$ cat config.mk
export PLATFORM = sky130hd
export DESIGN_NAME = lcd_text_sysex_framer_unit_flat
export DESIGN_NICKNAME = d
export VERILOG_FILES = /design/src/rtl/ltsf_pkg.sv /design/src/rtl/ltsf_if.sv /design/src/rtl/ltsf_lane.sv /design/src/rtl/ltsf_merge.sv /design/src/rtl/ltsf_serializer.sv /design/src/rtl/lcd_text_sysex_framer_unit.sv /design/src/flat_wrapper.sv
export SDC_FILE = /design/constraint.sdc
export NUM_CORES = 1
export LEC_CHECK = 0
export BUFFER_PORTS_ARGS = -buffer_cell sky130_fd_sc_hd__buf_2
export CAP_MARGIN = 0
export CORE_ASPECT_RATIO = 1.5
export CORE_MARGIN = 4
export CORE_UTILIZATION = 45
export CTS_CLUSTER_SIZE = 24
export DETAILED_ROUTE_END_ITERATION = 16
export PLACE_DENSITY = 0.71
export SKIP_LAST_GASP = 1
export SLEW_MARGIN = 25
export SYNTH_ARGS = -nofsm -noshare
export SYNTH_HDL_FRONTEND = slang
export SYNTH_SLANG_ARGS = --single-unit
$ cat constraint.sdc
create_clock -name clk_i -period 14.8 [get_ports clk_i]
set_input_delay 0.74 -clock clk_i [delete_from_list [all_inputs] [get_ports clk_i]]
set_output_delay 0.74 -clock clk_i [all_outputs]
set_load 0.01 [all_outputs]
$ cat src/rtl/ltsf_pkg.sv
`timescale 1ns / 1ps
// ----------------------------------------------------------------------------
// ltsf_pkg
// Shared types, constants and address table for the LCD text SysEx framer.
// ----------------------------------------------------------------------------
package ltsf_pkg;

  localparam int TextLen   = 8;
  localparam int SlotCount = 6;
  localparam int MsgLen    = 19;
  localparam int SlotW     = $clog2(SlotCount);
  localparam int MsgIdxW   = $clog2(MsgLen);
  localparam int PaddrW    = 3;
  localparam int PdataW    = 32;
  localparam int IdW       = 7;

  typedef logic [7:0]              byte_t;
  typedef logic [TextLen-1:0][7:0] text_t;
  typedef logic [MsgLen-1:0][7:0]  msg_t;
  typedef logic [SlotW-1:0]        slot_t;

  // Fixed message bytes
  localparam byte_t SysexStart = 8'hF0;
  localparam byte_t MfrId      = 8'h41;
  localparam byte_t ModelHi    = 8'h00;
  localparam byte_t CmdDt1     = 8'h12;
  localparam byte_t SysexEnd   = 8'hF7;
  localparam byte_t Space      = 8'h20;
  localparam logic [1:0] RowInvalid = 2'd3;

  localparam logic [IdW-1:0] DeviceIdReset = 7'd16;
  localparam logic [IdW-1:0] ModelIdReset  = 7'd62;

  // Configuration register indexes (selected by paddr[2])
  typedef enum logic {
    REG_DEVICE_ID = 1'b0,
    REG_MODEL_ID  = 1'b1
  } reg_idx_e;

  // Result of one character lane
  typedef struct packed {
    byte_t chr;      // padded character
    logic  ended;    // terminator seen at or before this position
    logic  differs;  // padded character differs from the shadow copy
  } lane_res_t;

  function automatic byte_t addr_hi(input logic [1:0] row, input logic side);
    byte_t r;
    r = 8'h00;
    if (row != 2'd0) begin
      r = side ? 8'h08 : 8'h04;
    end
    return r;
  endfunction

  function automatic byte_t addr_lo(input logic [1:0] row, input logic side);
    byte_t r;
    r = 8'h00;
    unique case (row)
      2'd0:    r = side ? 8'h08 : 8'h00;
      2'd1:    r = side ? 8'h20 : 8'h00;
      2'd2:    r = side ? 8'h60 : 8'h40;
      default: r = 8'h00;
    endcase
    return r;
  endfunction

endpackage

$ cat src/rtl/ltsf_if.sv
`timescale 1ns / 1ps
// ----------------------------------------------------------------------------
// ltsf_in_if / ltsf_out_if
// Valid/ready channels carrying text items in and message bytes out.
// ----------------------------------------------------------------------------
interface ltsf_in_if;
  logic        valid;
  logic        ready;
  logic [1:0]  row;
  logic        side;
  logic [7:0]  char_0;
  logic [7:0]  char_1;
  logic [7:0]  char_2;
  logic [7:0]  char_3;
  logic [7:0]  char_4;
  logic [7:0]  char_5;
  logic [7:0]  char_6;
  logic [7:0]  char_7;

  modport source (output valid, row, side, char_0, char_1, char_2, char_3,
                  char_4, char_5, char_6, char_7, input ready);
  modport sink   (input valid, row, side, char_0, char_1, char_2, char_3,
                  char_4, char_5, char_6, char_7, output ready);
endinterface

interface ltsf_out_if;
  logic       valid;
  logic       ready;
  logic [7:0] out_byte;
  logic       end_of_message;

  modport source (output valid, out_byte, end_of_message, input ready);
  modport sink   (input valid, out_byte, end_of_message, output ready);
endinterface

$ cat src/rtl/ltsf_lane.sv
`timescale 1ns / 1ps
// ----------------------------------------------------------------------------
// ltsf_lane
// One character position: terminator padding and shadow compare.
// ----------------------------------------------------------------------------
module ltsf_lane (
  input  ltsf_pkg::byte_t     char_i,
  input  logic                ended_i,
  input  ltsf_pkg::byte_t     shadow_i,
  output ltsf_pkg::lane_res_t res_o
);

  logic ended;

  assign ended         = ended_i | (char_i == 8'h00);
  assign res_o.ended   = ended;
  assign res_o.chr     = ended ? ltsf_pkg::Space : char_i;
  assign res_o.differs = (res_o.chr != shadow_i);

endmodule

$ cat src/rtl/ltsf_merge.sv
`timescale 1ns / 1ps
// ----------------------------------------------------------------------------
// ltsf_merge
// Combines lane results: change detect, checksum and message assembly.
// ----------------------------------------------------------------------------
module ltsf_merge (
  input  ltsf_pkg::lane_res_t [ltsf_pkg::TextLen-1:0] lanes_i,
  input  logic [1:0]                                  row_i,
  input  logic                                        side_i,
  input  logic [ltsf_pkg::IdW-1:0]                    device_id_i,
  input  logic [ltsf_pkg::IdW-1:0]                    model_id_i,
  output logic                                        changed_o,
  output ltsf_pkg::text_t                             text_o,
  output ltsf_pkg::msg_t                              msg_o
);

  ltsf_pkg::byte_t ahi;
  ltsf_pkg::byte_t alo;
  logic [6:0]      sum;
  logic            any_diff;
  logic [6:0]      csum;

  assign ahi = ltsf_pkg::addr_hi(row_i, side_i);
  assign alo = ltsf_pkg::addr_lo(row_i, side_i);

  // Only the low 7 bits of the sum matter for the checksum
  always_comb begin
    sum      = ahi[6:0] + alo[6:0];
    any_diff = 1'b0;
    for (int i = 0; i < ltsf_pkg::TextLen; i++) begin
      sum       = sum + lanes_i[i].chr[6:0];
      any_diff  = any_diff | lanes_i[i].differs;
      text_o[i] = lanes_i[i].chr;
    end
  end

  assign csum      = 7'd0 - sum;
  assign changed_o = (row_i != ltsf_pkg::RowInvalid) && any_diff;

  always_comb begin
    msg_o[0] = ltsf_pkg::SysexStart;
    msg_o[1] = ltsf_pkg::MfrId;
    msg_o[2] = {1'b0, device_id_i};
    msg_o[3] = ltsf_pkg::ModelHi;
    msg_o[4] = ltsf_pkg::ModelHi;
    msg_o[5] = {1'b0, model_id_i};
    msg_o[6] = ltsf_pkg::CmdDt1;
    msg_o[7] = ahi;
    msg_o[8] = alo;
    for (int i = 0; i < ltsf_pkg::TextLen; i++) begin
      msg_o[9+i] = lanes_i[i].chr;
    end
    msg_o[ltsf_pkg::MsgLen-2] = {1'b0, csum};
    msg_o[ltsf_pkg::MsgLen-1] = ltsf_pkg::SysexEnd;
  end

endmodule

$ cat src/rtl/ltsf_serializer.sv
`timescale 1ns / 1ps
// ----------------------------------------------------------------------------
// ltsf_serializer
// Message buffer that shifts one byte per output transaction.
// ----------------------------------------------------------------------------
module ltsf_serializer (
  input  logic                clk_i,
  input  logic                rst_ni,
  input  logic                load_i,
  input  ltsf_pkg::msg_t      msg_i,
  output logic                can_load_o,
  ltsf_out_if.source          out_o
);

  localparam logic [ltsf_pkg::MsgIdxW-1:0] LastIdx =
    ltsf_pkg::MsgIdxW'(ltsf_pkg::MsgLen - 1);

  ltsf_pkg::msg_t                buf_q, buf_d;
  logic [ltsf_pkg::MsgIdxW-1:0]  idx_q, idx_d;
  logic                          valid_q, valid_d;
  logic                          fire;
  logic                          last;

  assign fire       = valid_q && out_o.ready;
  assign last       = (idx_q == LastIdx);
  assign can_load_o = !valid_q || (fire && last);

  always_comb begin
    buf_d   = buf_q;
    idx_d   = idx_q;
    valid_d = valid_q;
    if (load_i) begin
      buf_d   = msg_i;
      idx_d   = '0;
      valid_d = 1'b1;
    end else if (fire) begin
      buf_d   = buf_q >> 8;
      idx_d   = idx_q + 1'b1;
      valid_d = !last;
    end
  end

  always_ff @(posedge clk_i or negedge rst_ni) begin
    if (!rst_ni) begin
      valid_q <= 1'b0;
      idx_q   <= '0;
    end else begin
      valid_q <= valid_d;
      idx_q   <= idx_d;
    end
  end

  always_ff @(posedge clk_i) begin
    buf_q <= buf_d;
  end

  assign out_o.valid          = valid_q;
  assign out_o.out_byte       = buf_q[0];
  assign out_o.end_of_message = last;

endmodule

$ cat src/rtl/lcd_text_sysex_framer_unit.sv
`timescale 1ns / 1ps
// ----------------------------------------------------------------------------
// lcd_text_sysex_framer_unit
// Turns 8-character LCD row/side texts into DT1 SysEx byte streams.
// ----------------------------------------------------------------------------
// Usage:
//   in_i  : one transaction per text item (row, side, char_0..char_7).
//   out_o : one transaction per message byte; end_of_message marks the F7.
//   APB   : register 0 (addr 0) device_id, register 1 (addr 4) model_id.
//           Write only while the block is idle.
// Flow: an accepted item is held in the decision register; when it changes
//   its slot, the first byte (F0) is valid in the cycle after the serializer
//   loads it. A changed text is sent as 19 bytes, one per output transaction,
//   over the single-byte output port. Unchanged or invalid-row items retire
//   without waiting for the serializer. The next message is loaded in the same
//   cycle the previous F7 is taken, so back-to-back messages stream without gaps.
// Reset: all six shadow slots read as spaces, registers take their reset
//   ids, both channels empty.
// Stall: while the output is stalled the current byte holds, a changed item
//   waits in the decision register and in_i.ready drops until it can move on.
// ----------------------------------------------------------------------------
module lcd_text_sysex_framer_unit (
  input  logic                          clk_i,
  input  logic                          rst_ni,
  ltsf_in_if.sink                       in_i,
  ltsf_out_if.source                    out_o,
  input  logic                          psel,
  input  logic                          penable,
  input  logic                          pwrite,
  input  logic [ltsf_pkg::PaddrW-1:0]   paddr,
  input  logic [ltsf_pkg::PdataW-1:0]   pwdata,
  output logic [ltsf_pkg::PdataW-1:0]   prdata,
  output logic                          pready
);

  // --------------------------------------------------------------------------
  // Configuration registers
  // --------------------------------------------------------------------------
  logic [ltsf_pkg::IdW-1:0] device_id_q, device_id_d;
  logic [ltsf_pkg::IdW-1:0] model_id_q, model_id_d;
  logic                     cfg_wr;
  ltsf_pkg::reg_idx_e       cfg_idx;

  assign pready  = 1'b1;
  assign cfg_wr  = psel && penable && pwrite && pready;
  assign cfg_idx = ltsf_pkg::reg_idx_e'(paddr[2]);

  always_comb begin
    device_id_d = device_id_q;
    model_id_d  = model_id_q;
    if (cfg_wr) begin
      unique case (cfg_idx)
        ltsf_pkg::REG_DEVICE_ID: device_id_d = pwdata[ltsf_pkg::IdW-1:0];
        ltsf_pkg::REG_MODEL_ID:  model_id_d  = pwdata[ltsf_pkg::IdW-1:0];
        default: ;
      endcase
    end
  end

  always_comb begin
    unique case (cfg_idx)
      ltsf_pkg::REG_DEVICE_ID:
        prdata = {{(ltsf_pkg::PdataW-ltsf_pkg::IdW){1'b0}}, device_id_q};
      ltsf_pkg::REG_MODEL_ID:
        prdata = {{(ltsf_pkg::PdataW-ltsf_pkg::IdW){1'b0}}, model_id_q};
      default: prdata = '0;
    endcase
  end

  // --------------------------------------------------------------------------
  // Decision register: holds one item while it is compared and framed
  // --------------------------------------------------------------------------
  logic            s1_valid_q;
  logic [1:0]      s1_row_q;
  logic            s1_side_q;
  ltsf_pkg::text_t s1_text_q;
  logic            in_fire;
  logic            s1_adv;
  logic            changed;
  logic            ser_can_load;
  logic            ser_load;

  assign s1_adv   = s1_valid_q && (!changed || ser_can_load);
  assign ser_load = s1_valid_q && changed && ser_can_load;
  assign in_i.ready = !s1_valid_q || s1_adv;
  assign in_fire  = in_i.valid && in_i.ready;

  always_ff @(posedge clk_i or negedge rst_ni) begin
    if (!rst_ni) begin
      s1_valid_q  <= 1'b0;
      device_id_q <= ltsf_pkg::DeviceIdReset;
      model_id_q  <= ltsf_pkg::ModelIdReset;
    end else begin
      device_id_q <= device_id_d;
      model_id_q  <= model_id_d;
      if (in_fire) begin
        s1_valid_q <= 1'b1;
      end else if (s1_adv) begin
        s1_valid_q <= 1'b0;
      end
    end
  end

  always_ff @(posedge clk_i) begin
    if (in_fire) begin
      s1_row_q     <= in_i.row;
      s1_side_q    <= in_i.side;
      s1_text_q[0] <= in_i.char_0;
      s1_text_q[1] <= in_i.char_1;
      s1_text_q[2] <= in_i.char_2;
      s1_text_q[3] <= in_i.char_3;
      s1_text_q[4] <= in_i.char_4;
      s1_text_q[5] <= in_i.char_5;
      s1_text_q[6] <= in_i.char_6;
      s1_text_q[7] <= in_i.char_7;
    end
  end

  // --------------------------------------------------------------------------
  // Shadow copies of the six slots (slot = row*2 + side)
  // --------------------------------------------------------------------------
  ltsf_pkg::text_t shadow_q [ltsf_pkg::SlotCount];
  ltsf_pkg::text_t shadow_rd;
  ltsf_pkg::text_t padded;
  ltsf_pkg::slot_t slot;
  logic            slot_ok;

  assign slot    = {s1_row_q, s1_side_q};
  assign slot_ok = (s1_row_q != ltsf_pkg::RowInvalid);
  // Invalid row never emits, so any slot content will do there
  assign shadow_rd = slot_ok ? shadow_q[slot] : shadow_q[0];

  always_ff @(posedge clk_i or negedge rst_ni) begin
    if (!rst_ni) begin
      for (int s = 0; s < ltsf_pkg::SlotCount; s++) begin
        shadow_q[s] <= {ltsf_pkg::TextLen{ltsf_pkg::Space}};
      end
    end else if (ser_load) begin
      shadow_q[slot] <= padded;
    end
  end

  // --------------------------------------------------------------------------
  // Character lanes and merge
  // --------------------------------------------------------------------------
  ltsf_pkg::lane_res_t [ltsf_pkg::TextLen-1:0] lanes;
  logic [ltsf_pkg::TextLen:0]                  ended_chain;
  ltsf_pkg::msg_t                              msg;

  assign ended_chain[0] = 1'b0;

  for (genvar g = 0; g < ltsf_pkg::TextLen; g++) begin : g_lane
    ltsf_lane u_lane (
      .char_i   (s1_text_q[g]),
      .ended_i  (ended_chain[g]),
      .shadow_i (shadow_rd[g]),
      .res_o    (lanes[g])
    );
    assign ended_chain[g+1] = lanes[g].ended;
  end

  ltsf_merge u_merge (
    .lanes_i     (lanes),
    .row_i       (s1_row_q),
    .side_i      (s1_side_q),
    .device_id_i (device_id_q),
    .model_id_i  (model_id_q),
    .changed_o   (changed),
    .text_o      (padded),
    .msg_o       (msg)
  );

  // --------------------------------------------------------------------------
  // Output byte serializer
  // --------------------------------------------------------------------------
  ltsf_serializer u_ser (
    .clk_i      (clk_i),
    .rst_ni     (rst_ni),
    .load_i     (ser_load),
    .msg_i      (msg),
    .can_load_o (ser_can_load),
    .out_o      (out_o)
  );

  // --------------------------------------------------------------------------
  // Assertions
  // --------------------------------------------------------------------------
  // An invalid row never starts a message
  a_invalid_row_silent: assert property (@(posedge clk_i) disable iff (!rst_ni)
    (s1_valid_q && !slot_ok) |-> !ser_load)
    else $error("message started for invalid row");

  // After a load the slot holds the framed text
  a_shadow_updated: assert property (@(posedge clk_i) disable iff (!rst_ni)
    ser_load |=> (shadow_q[$past(slot)] == $past(padded)))
    else $error("shadow slot not updated with sent text");

  // A byte following a completed message starts a new one
  a_msg_starts_f0: assert property (@(posedge clk_i) disable iff (!rst_ni)
    (out_o.valid && out_o.ready && out_o.end_of_message)
      |=> (!out_o.valid || out_o.out_byte == ltsf_pkg::SysexStart))
    else $error("message does not start with F0");

endmodule

$ cat src/flat_wrapper.sv
// flat-port wrapper written by rule: the top's interface ports become plain ports
module lcd_text_sysex_framer_unit_flat 
  (clk_i, rst_ni, psel, penable, pwrite, paddr, pwdata, prdata, pready, in_i_valid, in_i_row, in_i_side, in_i_char_0, in_i_char_1, in_i_char_2, in_i_char_3, in_i_char_4, in_i_char_5, in_i_char_6, in_i_char_7, in_i_ready, out_o_valid, out_o_out_byte, out_o_end_of_message, out_o_ready);
  ltsf_in_if in_i_i ();
  ltsf_out_if out_o_i ();
  input  logic clk_i;
  input  logic rst_ni;
  input  logic psel;
  input  logic penable;
  input  logic pwrite;
  input  logic [ltsf_pkg::PaddrW-1:0] paddr;
  input  logic [ltsf_pkg::PdataW-1:0] pwdata;
  output logic [ltsf_pkg::PdataW-1:0] prdata;
  output logic pready;
  input wire logic [$bits(in_i_i.valid)-1:0] in_i_valid;
  input wire logic [$bits(in_i_i.row)-1:0] in_i_row;
  input wire logic [$bits(in_i_i.side)-1:0] in_i_side;
  input wire logic [$bits(in_i_i.char_0)-1:0] in_i_char_0;
  input wire logic [$bits(in_i_i.char_1)-1:0] in_i_char_1;
  input wire logic [$bits(in_i_i.char_2)-1:0] in_i_char_2;
  input wire logic [$bits(in_i_i.char_3)-1:0] in_i_char_3;
  input wire logic [$bits(in_i_i.char_4)-1:0] in_i_char_4;
  input wire logic [$bits(in_i_i.char_5)-1:0] in_i_char_5;
  input wire logic [$bits(in_i_i.char_6)-1:0] in_i_char_6;
  input wire logic [$bits(in_i_i.char_7)-1:0] in_i_char_7;
  output wire logic [$bits(in_i_i.ready)-1:0] in_i_ready;
  output wire logic [$bits(out_o_i.valid)-1:0] out_o_valid;
  output wire logic [$bits(out_o_i.out_byte)-1:0] out_o_out_byte;
  output wire logic [$bits(out_o_i.end_of_message)-1:0] out_o_end_of_message;
  input wire logic [$bits(out_o_i.ready)-1:0] out_o_ready;
  assign in_i_i.valid = in_i_valid;
  assign in_i_i.row = in_i_row;
  assign in_i_i.side = in_i_side;
  assign in_i_i.char_0 = in_i_char_0;
  assign in_i_i.char_1 = in_i_char_1;
  assign in_i_i.char_2 = in_i_char_2;
  assign in_i_i.char_3 = in_i_char_3;
  assign in_i_i.char_4 = in_i_char_4;
  assign in_i_i.char_5 = in_i_char_5;
  assign in_i_i.char_6 = in_i_char_6;
  assign in_i_i.char_7 = in_i_char_7;
  assign in_i_ready = in_i_i.ready;
  assign out_o_valid = out_o_i.valid;
  assign out_o_out_byte = out_o_i.out_byte;
  assign out_o_end_of_message = out_o_i.end_of_message;
  assign out_o_i.ready = out_o_ready;
  lcd_text_sysex_framer_unit u_core (.clk_i(clk_i), .rst_ni(rst_ni), .in_i(in_i_i), .out_o(out_o_i), .psel(psel), .penable(penable), .pwrite(pwrite), .paddr(paddr), .pwdata(pwdata), .prdata(prdata), .pready(pready));
endmodule
# == Yosys cells after proc, flatten, opt, wreduce, memory -nomap -nowiden ==
# Cells that the tools add are included.
# word_totals
register_bits,623
input_bits,109
output_inout_bits,44
elab_cells,187
# classes
n_eq_ne,12
addsub,11
order_cmp,2
n_mux,30
n_bitwise,16
n_reduce_logical,31
# op_table
operator,count
384-bit bitwise mux,1
143-bit 2-to-1 mux,2
64-bit 2-to-1 mux,4
64-bit binary-select mux with 3-bit select,1
64-bit demux with 3-bit select,1
8-bit logical NOT,8
8-bit 2-to-1 mux,8
8-bit != test,8
32-bit one-hot mux with 2 select lines,1
7-bit adder,9
7-bit one-hot mux with 3 select lines,1
1-bit bitwise OR,14
4-bit 2-to-1 mux,3
6-bit 2-to-1 mux,2
1-bit logical AND,10
5-bit 2-to-1 mux,2
1-bit by 7-bit subtractor with 7-bit output (first input constant),1
2-bit nonzero test,3
5-bit by 1-bit adder with 5-bit output (second input constant),1
5-bit equality test (second input constant),1
4-bit >= comparator (second input constant),1
1-bit logical NOT,4
4-bit by 1-bit < comparator with 1-bit output (second input constant),1
1-bit 2-to-1 mux,4
8 further kinds,11

# == Depth between registers and ports, before layout ==
# logic_depth
word_depth,20
ltp_mapped,30
ltp_nobuf,24

# == Modules after synthesis ==
# A second synthesis with hierarchy kept.
# unflattened
cells_unflattened,2450
hier_area_um2,33278.2
# by_module_without_submodules
module,instances,cells_per_inst,area_per_inst_um2,seq_area_each_um2
lcd_text_sysex_framer_unit,1,1431,20851.2,12064.1
ltsf_serializer,1,361,7085.5,4714.5
ltsf_merge,1,346,2959.1,0.0
ltsf_lane,8,39,297.8,0.0

# == Worst setup path after synthesis ==
# OpenSTA, ideal clock, no wires.
# synth_path
path_kind,register -> register
startpoint,register u_core.s1_text_q[4] in the netlist's numbering
endpoint,register u_core.u_ser.buf_q[100] in the netlist's numbering (enable)
t_required_ps,14238
path_buffers,4
t_arrival_ps,6830
stages_incl_launch_ff,14
path_slack_ps,7407
setup_time_ps,562
period_less_slack_ps,7393
path_cell_list,edfxtp_1 buf_6 or4_4 or2_1 buf_6 nand3_2 clkbuf_1 clkbuf_1 nor3_1 xnor2_1 nor4_1 nand4_1 nor4_1 nor2_1
# synth_between
elab_chain_len,15
word_cells_on_any_way,35
cone_classes,eq/ne: 8; mux: 8; bitwise: 14; reduce/logical: 5
# synth_lines
item,line,text
"start, declared",lcd_text_sysex_framer_unit.sv:76,ltsf_pkg::text_t s1_text_q;
8-bit logical NOT,ltsf_lane.sv:15,assign ended = ended_i | (char_i == 8'h00);
1-bit bitwise OR,ltsf_lane.sv:15,
8-bit 2-to-1 mux / 1-bit bitwise OR (equally long branches),"ltsf_lane.sv:17, ltsf_lane.sv:15",
"8-bit != test, or another cell as far along",ltsf_lane.sv:18,assign res_o.differs = (res_o.chr != shadow_i);
"1-bit bitwise OR, or another cell as far along (5 in a row)",ltsf_merge.sv:32,any_diff = any_diff | lanes_i[i].differs;
1-bit bitwise OR / 8-bit != test (equally long branches),"ltsf_merge.sv:32, ltsf_lane.sv:18",
1-bit bitwise OR *,ltsf_merge.sv:32,
1-bit logical AND *,ltsf_merge.sv:38,assign changed_o = (row_i != ltsf_pkg::RowInvalid) && any_diff;
1-bit logical AND * (2 in a row),lcd_text_sysex_framer_unit.sv:84,assign ser_load = s1_valid_q && changed && ser_can_load;
2-bit nonzero test (no line) *,--,
"end signal, assigned",ltsf_serializer.sv:54,buf_q <= buf_d;
"end, declared",ltsf_serializer.sv:18,"ltsf_pkg::msg_t buf_q, buf_d;"
# Every way passes the cells marked *; elsewhere a longest branch is shown, timed or not.
# A chain may end at the register's enable or synchronous reset.

==> metrics.yaml <==
sta:
  finalHoldViolations: 0
  slew_violations: 0
  min_period_over_period_pct: 51.82
  rsz0062_at_grt: "false"
  tightest_slew_ns: 1.021
  maxSlewHeadroom_pct: 31.35
  hold-worst-slack_ns: 0.04666
  finalSetupViolCount: 0
  finClkSkew_ns: 0.01650
  setup_tns_ns: 0
  fin_crit_ns: 7.669
  fmax_mhz: 130.4
place:
  port_buffers: 99
  hpwl_mm: 57.65
  place.gp.congestion: 0.9329
synthesis:
  synth-edff-count: 168
  yosysSeqAreaShare_pct: 52.17
  synth_area_mm2: 0.03091
  ys_ff_latch: 617
  synth_area_leader_cell: "dfrtp_1"
  synth_area_per_cell_um2: 11.87
  yosys-top-cells-area: "dfrtp_1, edfxtp_1, mux2_2"
  synth_cells: 2604
  yosysUniqueCellTypes: 85
  synth_top_area_share_pct: 28.41
  synth_commonest_cells: "mux2_2, dfrtp_1, nand2_1"
  synthFlopType: "dfrtp_1"
  async_reset_ff_share_pct: 65.64
  yosysMostFrequentCell: "mux2_2"
  ys_warn_count: 0
pwr:
  p_per_area_mw_per_mm2: 135.5
  peakVddDrop_v: 0.00008856
  seq_power_share_pct: 43.5
  clkPwrFrac_pct: 34.5
  comb_power_share_pct: 21.9
  switchingPower_mw: 1.320
  leakage_nw: 15.08
  internal_power_mw: 3.265
  sw_frac_of_total_pct: 28.80
routing:
  detail-route-antenna-nets: 0
  routed_wl_mm: 88.97
  drc: 0
  vias: 21440
  dr.first_iter.drc_count: 2358
  drtPass1Iterations: 6
  wl_per_cell_um: 25.29
  via_per_inst: 6.095
clock_network:
  cts_buffers: 60
  numClockSinks: 617
  cts_setup_buffers: 0
  cts_root_buf: "clkbuf_16"
  cts_hold_buf: 0
  tritoncts: "built"
  htreeDepth: 2
  clk_latency_ns: 0.63
  clk_path_buf_depth: 3
  clk_pin_slew_ns: 0.06
  post_cts_resized: 0
critical_path:
  start_kind: "flop"
  worstReg2RegEnd: "u_core.u_ser.buf_q[142]"
  r2r_slack_ns: 7.13
  ff2ff_path_depth: 24
  cp.required_ns: 15.18
  arrival_ns: 8.05
  worstPathMaxFanout: 19
  rr_startpoint: "u_core.s1_text_q[6]"
  crit_type: "reg2reg"
  endpoint_kind: "flop"
final_layout:
  nets: 2738
  num_antenna_cells: 0
  final_util_pct: 49.83
  syn_to_final_growth_pct: 9.483
  drive_gt1_share_pct: 29.59
run_status:
  status: "finished clean"
global_route:
  grt_pass1_wl_mm: 134.2
  antenna_found_initial: 0
  gr-total-overflow: 0
  track_usage_pct: 23.71
  grt_pass1_vias: 21930
  grt_max_degree: 187
floorplan:
  ioPinCount: 153
  start_util_pct: 45.51
  dieArea_mm2: 0.07304
  placementRows: 117
  dieWidth_um: 222
  core_area_mm2: 0.06793
  die_h_um: 329
run:
  maxCapViolations: 0
min_path:
  hp-class: "in2async"
## critical path, stage by stage, from the launching register on
cell,delay (ns)
edfxtp_1,0.86
or4_4,0.28
or2_1,0.51
nand2_1,0.43
nor2_1,0.58
inv_1,0.21
fa_1,0.50
fa_1,0.52
inv_1,0.06
fa_1,0.41
inv_1,0.08
fa_1,0.44
fa_1,0.50
ha_1,0.18
inv_1,0.07
fa_1,0.45
inv_1,0.07
a21o_1,0.11
a21oi_1,0.08
xnor2_1,0.20
xnor2_1,0.11
xnor2_1,0.30
xnor2_1,0.14
xnor2_1,0.14
a22o_1,0.17
## cells by family after synthesis
group                    after synthesis  share of synthesized area [%]
AND/OR/NAND/NOR                      633                          10.57
flip-flops                           617                          52.17
XOR/XNOR                              46                          1.303
buffers and inverters                338                          5.383
adder cells (fa/ha/maj)               53                          3.068
AO/OA/AOI/OAI                        398                          8.941
other                                  2                        0.02429
multiplexers                         517                          18.53
## worst max path at each step
stage / startpoint / end / slack (ns) / cells after the start
after global routing: u_core.s1_text_q[6] / u_core.u_ser.buf_q[142] / 6.77 / 24
after detailed placement: u_core.s1_text_q[6] / u_core.u_ser.buf_q[142] / 7.17 / 23
final: u_core.s1_text_q[6] / u_core.u_ser.buf_q[142] / 7.13 / 24
after global placement: u_core.s1_text_q[6] / u_core.u_ser.buf_q[142] / 7.28 / 23
after CTS: u_core.s1_text_q[6] / u_core.u_ser.buf_q[142] / 7.17 / 23
after floorplan: u_core.s1_text_q[4] / u_core.u_ser.buf_q[100] / 7.41 / 13
## through the flow
step                std cells  worst slack (ns)  instance area (µm²)  power [mW]
floorplan                2628             7.407                31000       2.743
global placement         3404             7.284                31740       2.995
detailed placement       3404             7.173                31740       3.030
CTS                      3516             7.171                33780       4.614
global route             3518             6.769                33840       4.790
finish                   3518             7.131                33840       4.585
## per-layer routing
layer	share of wire, %	vias to the layer above	global-route usage, %
met5	0	-	0
met4	6.2	0	12.75
met3	7.1	230	3.575
met2	47	964	38.67
met1	40	10990	30.73
li1	-	9258	-
## sequential cells by signal, indices dropped and copies added, names as in the netlist
register / count
u_core.device_id_q: 7
u_core.shadow_q: 384
u_core.u_ser.buf_q: 137
u_core.s1_side_q: 1
u_core.s1_valid_q: 1
u_core.u_ser.out_o.valid: 1
u_core.u_ser.out_o.out_byte: 8
u_core.model_id_q: 7
u_core.u_ser.idx_q: 5
u_core.s1_text_q: 64
u_core.s1_row_q: 2
## placed cells by master (no fill, tap or decap), types with 11 or more instances in the layout
cell	n
dfstp_2	54
inv_1	77
nor3_1	16
buf_2	98
o221ai_1	21
xnor2_1	36
buf_4	39
a21oi_2	30
clkbuf_16	63
nand2_1	217
mux2_1	36
nand2b_1	15
nor4_1	17
fa_1	38
ha_1	15
o32ai_1	12
a2bb2oi_1	13
mux2i_1	74
a21oi_1	40
a211oi_1	14
and2_1	40
nand3_1	102
and3_1	33
nor2b_1	24
mux2_2	407
o22ai_1	46
o21ai_0	106
a221oi_1	11
o211ai_1	17
nand4_1	13
edfxtp_1	168
dfxtp_1	44
dfrtp_1	351
nor2_1	66
or3_1	12
conb_1	26
## power groups by stage
stage / combinational, mW / clock, mW / sequential (mW)
final: 1.01 / 1.58 / 2.00
after global routing: 1.10 / 1.68 / 2.01
after CTS: 1.01 / 1.61 / 1.99
after detailed placement: 1.00 / 0 / 2.03
after global placement: 0.980 / 0 / 2.01
after floorplan: 0.750 / 0 / 1.99
## cell type report
| cell class | count | area [µm²] |
|---|---|---|
| Inverter | 77 | 289.0 |
| Fill cell | 5986 | 34080 |
| Sequential cell | 617 | 16130 |
| Timing Repair Buffer | 147 | 967.2 |
| Clock buffer | 84 | 1759 |
| Clock inverter | 28 | 280.3 |
| Tap cell | 892 | 1116 |
| Multi-Input combinational cell | 1673 | 13300 |
Note: power is estimated with default switching activity, not from simulation.
